--- src/design/ffba_pkg.sv ---
// ----------------------------------------------------------------------------
// ffba_pkg
// Types and codes of the first-fit block allocator.
// ----------------------------------------------------------------------------
package ffba_pkg;

  localparam int ADDR_W = 16;
  localparam int SIZE_W = 17;

  localparam logic [1:0] CMD_ALLOC = 2'd0;
  localparam logic [1:0] CMD_FREE  = 2'd1;
  localparam logic [1:0] CMD_QUERY = 2'd2;

  // Register index, taken from paddr[2]
  localparam logic REG_HEAP_LIMIT = 1'b0;
  localparam logic [SIZE_W-1:0] HEAP_LIMIT_RST = 17'h10000;

  typedef enum logic [1:0] {
    ST_OK       = 2'd0,
    ST_OOM      = 2'd1,
    ST_NULL     = 2'd2,
    ST_NOTFOUND = 2'd3
  } status_t;

  typedef enum logic [1:0] {
    S_IDLE,
    S_SCAN,
    S_FINISH
  } state_t;

  typedef struct packed {
    logic [1:0]        cmd;
    logic [ADDR_W-1:0] req_bytes;
    logic [ADDR_W-1:0] address;
  } ffba_in_t;

  typedef struct packed {
    status_t           status;
    logic [ADDR_W-1:0] address_out;
    logic [SIZE_W-1:0] used_bytes;
  } ffba_out_t;

  // Block header table entry
  typedef struct packed {
    logic [SIZE_W-1:0] start;
    logic [SIZE_W-1:0] size;
  } blk_t;

  // Controller to datapath
  typedef struct packed {
    logic load;
    logic scan;
    logic finish;
  } ffba_ctl_t;

  // Datapath to controller
  typedef struct packed {
    logic hit;
    logic scan_end;
    logic out_free;
  } ffba_sts_t;

endpackage

--- src/design/ffba_ctrl.sv ---
// ----------------------------------------------------------------------------
// ffba_ctrl
// Sequencer: capture a command, run the table walk, post the result.
// ----------------------------------------------------------------------------
module ffba_ctrl import ffba_pkg::*; (
  input  logic      clk,
  input  logic      rst,
  input  logic      in_valid,
  output logic      in_ready,
  input  ffba_sts_t sts,
  output ffba_ctl_t ctl
);

  state_t state, state_next;

  always_ff @(posedge clk) begin
    if (rst) begin
      state <= S_IDLE;
    end else begin
      state <= state_next;
    end
  end

  always_comb begin
    state_next = state;
    in_ready   = 1'b0;
    ctl        = '0;
    unique case (state)
      S_IDLE: begin
        in_ready = 1'b1;
        if (in_valid) begin
          ctl.load   = 1'b1;
          state_next = S_SCAN;
        end
      end
      S_SCAN: begin
        ctl.scan = 1'b1;
        if (sts.hit || sts.scan_end) begin
          state_next = S_FINISH;
        end
      end
      S_FINISH: begin
        // wait for the output register to drain
        if (sts.out_free) begin
          ctl.finish = 1'b1;
          state_next = S_IDLE;
        end
      end
      default: begin
        state_next = S_IDLE;
      end
    endcase
  end

endmodule

--- src/design/ffba_dp.sv ---
// ----------------------------------------------------------------------------
// ffba_dp
// Header table memories, walk pipeline, heap top and result register.
// ----------------------------------------------------------------------------
module ffba_dp import ffba_pkg::*; #(
  parameter int MAX_BLOCKS   = 64,
  parameter int HEAP_BYTES   = 65536,
  parameter int HEADER_BYTES = 16
) (
  input  logic              clk,
  input  logic              rst,
  input  ffba_ctl_t         ctl,
  output ffba_sts_t         sts,
  input  ffba_in_t          in_data,
  input  logic [SIZE_W-1:0] heap_limit,
  output logic              out_valid,
  input  logic              out_ready,
  output ffba_out_t         out_data
);

  localparam int IDX_W = $clog2(MAX_BLOCKS);
  localparam int CNT_W = $clog2(MAX_BLOCKS + 1);
  localparam logic [SIZE_W-1:0] GROWTH_CAP =
    SIZE_W'((HEAP_BYTES < 65536) ? HEAP_BYTES : 65536);
  localparam logic [SIZE_W-1:0] HDR = SIZE_W'(HEADER_BYTES);
  localparam logic [CNT_W-1:0]  CNT_MAX = CNT_W'(MAX_BLOCKS);

  blk_t blk_mem  [MAX_BLOCKS];
  logic free_mem [MAX_BLOCKS];

  logic [1:0]        cmd_q;
  logic [SIZE_W-1:0] need_q;
  logic [ADDR_W-1:0] addr_q;

  logic [CNT_W-1:0]  count;
  logic [SIZE_W-1:0] heap_top;
  logic [CNT_W-1:0]  rd_idx;
  logic              rd_vld;
  logic [IDX_W-1:0]  rd_tag;
  blk_t              rd_entry;
  logic              rd_free;
  logic              found;
  logic [SIZE_W-1:0] found_start;

  logic              is_alloc;
  logic              needs_scan;
  logic              hit_now;
  logic              issue;
  logic              append;
  logic              can_append;
  logic [SIZE_W:0]   sum_top;
  logic [SIZE_W-1:0] bound;
  logic [SIZE_W-1:0] pay;
  ffba_out_t         result;

  assign is_alloc   = (cmd_q == CMD_ALLOC);
  assign needs_scan = is_alloc || (cmd_q == CMD_FREE && addr_q != '0);

  // compare stage on registered table data
  always_comb begin
    hit_now = 1'b0;
    if (ctl.scan && rd_vld) begin
      if (is_alloc) begin
        hit_now = rd_free && (rd_entry.size >= need_q);
      end else begin
        hit_now = ({1'b0, rd_entry.start} + {1'b0, HDR}) == {2'b00, addr_q};
      end
    end
  end

  assign issue = ctl.scan && needs_scan && (rd_idx != count) && !hit_now;

  assign sts.hit      = hit_now;
  assign sts.scan_end = !needs_scan || ((rd_idx == count) && !rd_vld);
  assign sts.out_free = !out_valid || out_ready;

  // growth check for an append at the heap top
  assign sum_top    = {1'b0, heap_top} + {1'b0, need_q};
  assign bound      = (heap_limit < GROWTH_CAP) ? heap_limit : GROWTH_CAP;
  assign pay        = heap_top + HDR;
  assign can_append = (count != CNT_MAX) && (sum_top <= {1'b0, bound})
                      && (pay <= SIZE_W'(17'h0FFFF));
  assign append     = ctl.finish && is_alloc && !found && can_append;

  always_comb begin
    result.status      = ST_OK;
    result.address_out = '0;
    result.used_bytes  = append ? sum_top[SIZE_W-1:0] : heap_top;
    case (cmd_q)
      CMD_ALLOC: begin
        if (found) begin
          result.address_out = ADDR_W'(found_start + HDR);
        end else if (can_append) begin
          result.address_out = pay[ADDR_W-1:0];
        end else begin
          result.status = ST_OOM;
        end
      end
      CMD_FREE: begin
        if (addr_q == '0) begin
          result.status = ST_NULL;
        end else if (!found) begin
          result.status = ST_NOTFOUND;
        end
      end
      default: begin
        result.status = ST_OK;
      end
    endcase
  end

  // table memories: one read and one write port each, registered read
  always_ff @(posedge clk) begin
    if (issue) begin
      rd_entry <= blk_mem[rd_idx[IDX_W-1:0]];
      rd_free  <= free_mem[rd_idx[IDX_W-1:0]];
    end
    if (append) begin
      blk_mem[count[IDX_W-1:0]] <= '{start: heap_top, size: need_q};
    end
    if (hit_now) begin
      free_mem[rd_tag] <= !is_alloc;
    end else if (append) begin
      free_mem[count[IDX_W-1:0]] <= 1'b0;
    end
  end

  always_ff @(posedge clk) begin
    if (ctl.load) begin
      cmd_q  <= in_data.cmd;
      need_q <= {1'b0, in_data.req_bytes} + HDR;
      addr_q <= in_data.address;
    end
    if (issue) begin
      rd_tag <= rd_idx[IDX_W-1:0];
    end
    if (hit_now) begin
      found_start <= rd_entry.start;
    end
    if (ctl.finish) begin
      out_data <= result;
    end
  end

  always_ff @(posedge clk) begin
    if (rst) begin
      count     <= '0;
      heap_top  <= '0;
      rd_idx    <= '0;
      rd_vld    <= 1'b0;
      found     <= 1'b0;
      out_valid <= 1'b0;
    end else begin
      rd_vld <= issue;
      if (ctl.load) begin
        rd_idx <= '0;
        found  <= 1'b0;
      end else if (issue) begin
        rd_idx <= rd_idx + CNT_W'(1);
      end
      if (hit_now) begin
        found <= 1'b1;
      end
      if (append) begin
        count    <= count + CNT_W'(1);
        heap_top <= sum_top[SIZE_W-1:0];
      end
      if (ctl.finish) begin
        out_valid <= 1'b1;
      end else if (out_ready) begin
        out_valid <= 1'b0;
      end
    end
  end

endmodule

--- src/design/first_fit_block_allocator.sv ---
// ----------------------------------------------------------------------------
// first_fit_block_allocator
// First-fit heap allocator with a header table, no splitting or merging.
// ----------------------------------------------------------------------------
// Input channel in_valid/in_ready/in_data carries one command: allocate,
// free or query (an unused code acts as a query). Output channel
// out_valid/out_ready/out_data returns exactly one result per command.
// An APB-style port holds heap_limit at byte address 0; write it only
// while no transaction is in flight.
// A query or a null free passes through the walk state, which ends at once,
// to the finish state and out_valid. An allocate or free walks the header
// table one entry per cycle through the registered memory read, until an
// entry matches or all count entries have been read (count is the number
// of blocks, at most MAX_BLOCKS; no entry is read on an empty table). One
// command is worked on at a time; the next is accepted as soon as the
// previous result sits in the output register.
// Reset clears the block count and heap top and sets heap_limit to 65536;
// the table itself needs no clearing. A stalled receiver holds the result
// register, and a finished command then waits until it drains.
// ----------------------------------------------------------------------------
module first_fit_block_allocator import ffba_pkg::*; #(
  parameter int MAX_BLOCKS   = 64,
  parameter int HEAP_BYTES   = 65536,
  parameter int HEADER_BYTES = 16
) (
  input  logic        clk,
  input  logic        rst,
  input  logic        in_valid,
  output logic        in_ready,
  input  ffba_in_t    in_data,
  output logic        out_valid,
  input  logic        out_ready,
  output ffba_out_t   out_data,
  input  logic        psel,
  input  logic        penable,
  input  logic        pwrite,
  input  logic [2:0]  paddr,
  input  logic [31:0] pwdata,
  output logic [31:0] prdata,
  output logic        pready
);

  logic [SIZE_W-1:0] heap_limit;
  logic              reg_sel;
  ffba_ctl_t         ctl;
  ffba_sts_t         sts;

  assign pready  = 1'b1;
  assign reg_sel = (paddr[2] == REG_HEAP_LIMIT);
  assign prdata  = reg_sel ? {15'd0, heap_limit} : 32'd0;

  always_ff @(posedge clk) begin
    if (rst) begin
      heap_limit <= HEAP_LIMIT_RST;
    end else if (psel && penable && pwrite && pready && reg_sel) begin
      heap_limit <= pwdata[SIZE_W-1:0];
    end
  end

  ffba_ctrl u_ctrl (
    .clk      (clk),
    .rst      (rst),
    .in_valid (in_valid),
    .in_ready (in_ready),
    .sts      (sts),
    .ctl      (ctl)
  );

  ffba_dp #(
    .MAX_BLOCKS   (MAX_BLOCKS),
    .HEAP_BYTES   (HEAP_BYTES),
    .HEADER_BYTES (HEADER_BYTES)
  ) u_dp (
    .clk        (clk),
    .rst        (rst),
    .ctl        (ctl),
    .sts        (sts),
    .in_data    (in_data),
    .heap_limit (heap_limit),
    .out_valid  (out_valid),
    .out_ready  (out_ready),
    .out_data   (out_data)
  );

endmodule

--- config.mk ---
export PLATFORM = sky130hd
export DESIGN_NAME = first_fit_block_allocator
export DESIGN_NICKNAME = d
export VERILOG_FILES = /design/src/design/ffba_pkg.sv /design/src/design/ffba_ctrl.sv /design/src/design/ffba_dp.sv /design/src/design/first_fit_block_allocator.sv
export SDC_FILE = /design/constraint.sdc
export NUM_CORES = 2
export LEC_CHECK = 0
export BUFFER_PORTS_ARGS = -buffer_cell sky130_fd_sc_hd__buf_2
export CORE_MARGIN = 3
export CORE_UTILIZATION = 50
export CTS_CLUSTER_DIAMETER = 30
export DETAILED_ROUTE_END_ITERATION = 10
export GPL_ROUTABILITY_DRIVEN = 1
export GPL_TIMING_DRIVEN = 0
export PLACE_DENSITY = 0.65
export SLEW_MARGIN = 10
export SYNTH_ARGS = -nofsm -noshare
export SYNTH_HDL_FRONTEND = slang
export SYNTH_SLANG_ARGS = --single-unit
--- constraint.sdc ---
create_clock -name clk -period 11.15 [get_ports clk]
set_input_delay 1.115 -clock clk [delete_from_list [all_inputs] [get_ports clk]]
set_output_delay 1.115 -clock clk [all_outputs]
set_load 0.02 [all_outputs]
Word level (Yosys, flattened, before mapping)
Memory sizes are Yosys's and may differ from the RTL's. A register that Yosys moved wholly into a read port is not among the register bits.
Cells that the tools add are included.

storage, ports and cells
  input bits = 76
  bits in writable memories = 2240
  bits in registers = 145
  logic and storage cells = 109
  memories kept = 2
  output and inout bits = 70

memory list
  name           words  bits a word  rd ports  clocked after Yosys merged registers in  wr ports  RTL line       text
  u_dp.blk_mem   64     34           1         1                                        1         ffba_dp.sv:28  blk_t blk_mem [MAX_BLOCKS];
  u_dp.free_mem  64     1            1         1                                        1         ffba_dp.sv:29  logic free_mem [MAX_BLOCKS];

operators by class
  reductions and logical operators = 34
  mux-type cells = 35
  eq/ne operators = 10
  $add $sub $neg = 7
  $lt $le $gt $ge = 4
  bitwise logic cells = 1

operators with widths
  cell                     count
  $mux W17                 3
  $mux W16                 2
  $mux W1                  21
  $add A17 B17 Y18         1
  $add A17 B5 Y18 const B  1
  $eq A18 B16 Y1           1
  $le A18 B17 Y1           1
  $add A16 B5 Y17 const B  1
  $add A17 B5 Y17 const B  1
  $ge A17 B17 Y1           1
  $le A17 B16 Y1 const B   1
  $lt A17 B17 Y1 const B   1
  $add A16 B5 Y16 const B  1
  $logic_not A16 Y1        1
  $reduce_bool A16 Y1      1
  $logic_and A1 B1 Y1      15
  $add A7 B1 Y7 const B    2
  $mux W2                  6
  $eq A7 B7 Y1             1
  $ne A7 B7 Y1             1
  $ne A7 B7 Y1 const B     1
  $logic_not A1 Y1         6
  $mux W6                  1
  $pmux W2 S3              1
  other kinds (12)         19

Depth between registers and ports, before layout
  word-level depth = 12
  depth in mapped cells = 20
  depth with buffers taken out = 18

Modules after synthesis
Synthesis repeated with hierarchy kept, for this count alone.

unflattened totals
  cells, all modules = 4263
  area total of the unflattened synthesis = 95281.4 sq um

modules (own cells, without submodules)
  module                     times used  area each (sq um)  cells each
  ffba_dp                    1           94151.5            4140
  first_fit_block_allocator  1           1026.0             110
  ffba_ctrl                  1           103.8              13

Worst setup path before layout
OpenSTA, ideal clock, no wires.

  kind = reg2reg
  from = reg u_dp.heap_top[2]
  to = mem u_dp.blk_mem[46][0] in the netlist's numbering, enable pin
  stages on the path, launching flop included = 17
  data required time = 10.725 ns
  buffers on the path = 0
  slack = 4.293 ns
  arrival = 6.431 ns
  setup time = 0.425 ns
  path through = dfxtp_1 > ha_1 > nor2b_1 > o31a_1 > o211ai_1 > a31oi_1 > or4_1 > nand3_1 > ha_1 > and3_1 > a221oi_1 > o21ai_0 > mux2_2 > and2_1 > nor4_2 > nand2_1 > nor2_1

between the ends
  cells in the longest elaborated chain, start to end = 7

RTL lines
  element                            RTL line        text
  start: declaration                 ffba_dp.sv:36   logic [SIZE_W-1:0] heap_top;
  start signal: assignment           ffba_dp.sv:166  heap_top <= sum_top[SIZE_W-1:0];
  $add A17 B17 Y18                   ffba_dp.sv:78   assign sum_top = {1'b0, heap_top} + {1'b0, need_q};
  $le A18 B17 Y1                     ffba_dp.sv:81   assign can_append = (count != CNT_MAX) && (sum_top <= {1'b0, bound})
  $logic_and A1 B1 Y1                ffba_dp.sv:81
  $logic_and A1 B1 Y1 (*)            ffba_dp.sv:82   && (pay <= SIZE_W'(17'h0FFFF));
  $logic_and A1 B1 Y1 (*)            ffba_dp.sv:83   assign append = ctl.finish && is_alloc && !found && can_append;
  $mux W1 (*)                        ffba_dp.sv:118  if (append) begin
  $mux W1 (not written as such) (*)  ffba_dp.sv:119  blk_mem[count[IDX_W-1:0]] <= '{start: heap_top, size: need_q};
  end: declaration                   ffba_dp.sv:28

Every way passes the cells marked *; elsewhere a longest branch is shown, timed or not.

Worst setup path in the final report
  from = reg u_dp.need_q[1]
  to = mem u_dp.blk_mem[22][17] in the netlist's numbering, enable pin

between the ends
  cells in the longest elaborated chain, start to end = 7

RTL lines
  element                        RTL line        text
  start: declaration             ffba_dp.sv:32   logic [SIZE_W-1:0] need_q;
  start signal: assignment       ffba_dp.sv:131  need_q <= {1'b0, in_data.req_bytes} + HDR;
  $add A17 B17 Y18               ffba_dp.sv:78
  $le A18 B17 Y1                 ffba_dp.sv:81
  $logic_and A1 B1 Y1            ffba_dp.sv:81
  $logic_and A1 B1 Y1            ffba_dp.sv:82
  $logic_and A1 B1 Y1            ffba_dp.sv:83
  $mux W1                        ffba_dp.sv:118
  $mux W1 (not written as such)  ffba_dp.sv:119

Every way passes these cells.

==> metrics.cfg <==
[job]
drv_cap = 0

[cts]
cts-htree-levels = 5
cts_root_buf = clkbuf_16
clkSlewWorstSetupHoldPaths_ns = 0.05
cts_tree = done
cts_hold_buf = 0
post_cts_buffers = 0
clock_sinks = 2420
clk_latency_ns = 0.98
cts_resized = 0
clk_path_buf_depth = 4
cts_made_buffers = 452

[sta]
slew_violations = 0
fin_crit_sh_pct = 73.0
rsz0062_at_grt = false
fin_worst_skew_ns = 0.0914
finalHoldViolCount = 0
finalSetupViolations = 0
slew_headroom_pct = 6.21
tightest_slew_ns = 1.41
min_period_ns = 8.14
timing.fmax_mhz = 123
hold-worst-slack_ns = 0.355

[synthesis]
synthArstFlopShare_pct = 0
synth_edf_count = 2367
synthCells = 4263
synth.distinct_cells = 82
synth_top_flop_cell = edfxtp_1
synth_area_um2 = 95200
synth.avg_cell_area_um2 = 22.3
yosys_warnings = 0
synth_seq_cells = 2420
synth-seq-area-share_pct = 75.8

[worst_setup_path]
worstPathRequired_ns = 11.77
reg2reg_depth = 20
crit_path_cell_trace = buf_8 -> buf_8 -> inv_1 -> fa_1 -> nor2b_1 -> o31a_1 -> o211ai_1 -> a21oi_1 -> a31oi_1 -> xnor2_1 -> ha_1 -> and3_1 -> a221oi_1 -> o21ai_0 -> mux2_2 -> and2_1 -> nor4_2 -> nand2_1 -> nor2_4 -> buf_12
startpoint = u_dp.need_q[1]
criticalPathCategory = reg -> reg
arrival_ns = 8.76
critPathCapture = u_dp.blk_mem[22][17]
reg2reg_slack_ns = 3.01
r2r-start = u_dp.need_q[1]
crit_top_cell = buf_8
critical_path.slowest_cell = nand2_1
endpoint_kind = flip-flop
path_max_fanout = 31
worst_setup_path_start_kind = flip-flop
reg2reg_to = u_dp.blk_mem[22][17]
critical-path-max-stage-delay_ns = 1.01

[global_route]
grt_pass1_vias = 49587
grt_max_degree = 73
grt_pass1_wl_um = 371000
overflow = 0
antenna_found_initial = 21
track_usage_pct = 26.8

[drt]
ant_nets = 0
route.detailed.drc = 0
wire_per_inst_um = 33.1
num_vias = 49069
drtIter0Drc = 6580
drt_wl_total_um = 260000
vias_per_cell = 6.24
dr.pass1.iters = 6

[pwr]
ir_drop_v = 0.000160
power_density_nw_per_um2 = 207
p_leak_nw = 35.6

[finish]
multiInputGateArea_um2 = 22500
area.growth.synth_to_final_pct = 24.0
drive_gt1_share_pct = 35.4
fin_util_pct = 62.6
final_cells = 7860
seqCellArea_um2 = 72200
fill_cells = 12427
final_nets = 5112

[min_path]
min-delay-path-class = in -> reg

[placed_design]
dp_hpwl_um = 173000
dpl.cell_count = 7017
gp_congestion = 0.925
port_buffers = 112

[floorplan]
num_io_pins = 146
rows = 159
die_h_um = 442
core_um2 = 189000
fp.dieArea_um2 = 196000
die_w_um = 442
initial_utilization_pct = 50.5

[run_status]
status = finished, final reports clean

[state kept, by name, summed over array words and instances, names as in the netlist]
signal	cells
u_dp.found	1
u_dp.free_mem	64
u_dp.rd_entry	34
u_dp.rd_free	1
u_dp.need_q	17
u_dp.out_data	35
u_dp.addr_q	16
u_dp.count	7
u_dp.heap_top	17
u_dp.found_start	16
u_ctrl.state	2
u_dp.out_valid	1
u_dp.cmd_q	2
u_dp.rd_tag	6
u_dp.rd_vld	1
u_dp.rd_idx	7
heap_limit	17
u_dp.blk_mem	2176
[per-stage QoR]
step	worst slack, ns	cell area, um2	total power, mW	setup TNS, ns
2_1_floorplan	4.29	95200	10.5	0
3_3_place_gp	-0.392	98900	10.7	-288.21
3_5_place_dp	3.34	102000	10.8	0
4_1_cts	3.21	118000	24.5	0
5_1_grt	2.83	118000	25.0	0
6_report	3.01	118000	24.4	0
[cell families (layout without fill, tap and decap cells)]
logic type               Yosys count  after routing  share of synthesized area [%]
AO/OA/AOI/OAI                    177            177                           1.23
XOR/XNOR                          71             71                          0.653
adder cells (fa/ha/maj)           60             60                          0.797
buffers and inverters            264           1338                           1.13
flip-flops                      2420           2420                           75.8
multiplexers                     763            763                           17.7
other                              2             30                        0.00789
AND/OR/NAND/NOR                  506            506                           2.67
[critical path, delay by kind of cell (launching register included)]
kind	cells	cell delay, ns
and+or+nand+nor	6	3.36
buffers and inverters	4	0.97
DFF	1	0.75
adders and majority gates	2	0.82
AOI/OAI and AO/OA	6	1.20
muxes	1	0.31
xor gates and xnor gates	1	0.30
[worst min path at each step]
stage / start / to / slack (ns) / cells past startpoint
after floorplan: u_dp.rd_idx[2] / u_dp.rd_tag[2] / 0.41 / 0
after global placement: u_dp.rd_idx[2] / u_dp.rd_tag[2] / 0.41 / 0
after detailed placement: u_dp.rd_idx[2] / u_dp.rd_tag[2] / 0.42 / 0
after CTS: in_data[8] / u_dp.addr_q[8] / 0.28 / 1
after global routing: in_data[19] / u_dp.need_q[3] / 0.30 / 1
final: in_data[8] / u_dp.addr_q[8] / 0.35 / 1
[cells in the mapped netlist (20+ instances only)]
library cell	n	share of area (%)
nand2_1	116	0.46
inv_1	44	0.17
buf_1	67	0.26
xor2_1	31	0.29
edfxtp_1	2367	75
nand4_1	22	0.14
mux4_2	735	17
a21oi_1	82	0.43
nor2_1	157	0.62
nand3_1	42	0.22
xnor2_1	40	0.37
dfxtp_1	53	1.1
clkbuf_1	126	0.50
ha_1	59	0.78
nor2b_1	46	0.30
nor3_1	20	0.11
[final cells by class]
| cell class | count | area share (%) |
|---|---|---|
| sequential | 2420 | 61.2 |
| clock inverter | 337 | 3.29 |
| clock buffer | 492 | 9.86 |
| multi-input combinational | 1593 | 19.1 |
| timing repair buffer | 245 | 2.98 |
| tap | 2495 | 2.65 |
| antenna | 14 | 0.0297 |
| buffer | 217 | 0.788 |
| inverter | 47 | 0.149 |
[cell usage in the layout, fill, tap and decap left out, drive strengths merged, types with 57 or more instances in the layout]
cell type,n
clkinvlp,57
nor2,157
inv,93
buf,329
clkinv,165
edfxtp,2367
clkbuf,625
nand2,117
bufinv,69
ha,59
mux4,735
a21oi,82
[where the power goes]
part	switching (mW)	internal (mW)	leakage, nW
Combinational	0.333	0.177	7.65
Clock	4.62	9.14	7.48
Sequential	0.0726	10.1	20.5
Total	5.02	19.4	35.6
[per-layer routing]
layer	wire [um]	GRT usage [%]	share of wire, %
met3	27000	7.55	10
met2	120000	40.3	46
met5	10	0	0.0038
met1	99500	36.4	38
met4	13600	13.1	5.2
Note: power is estimated with default switching activity, not from simulation.
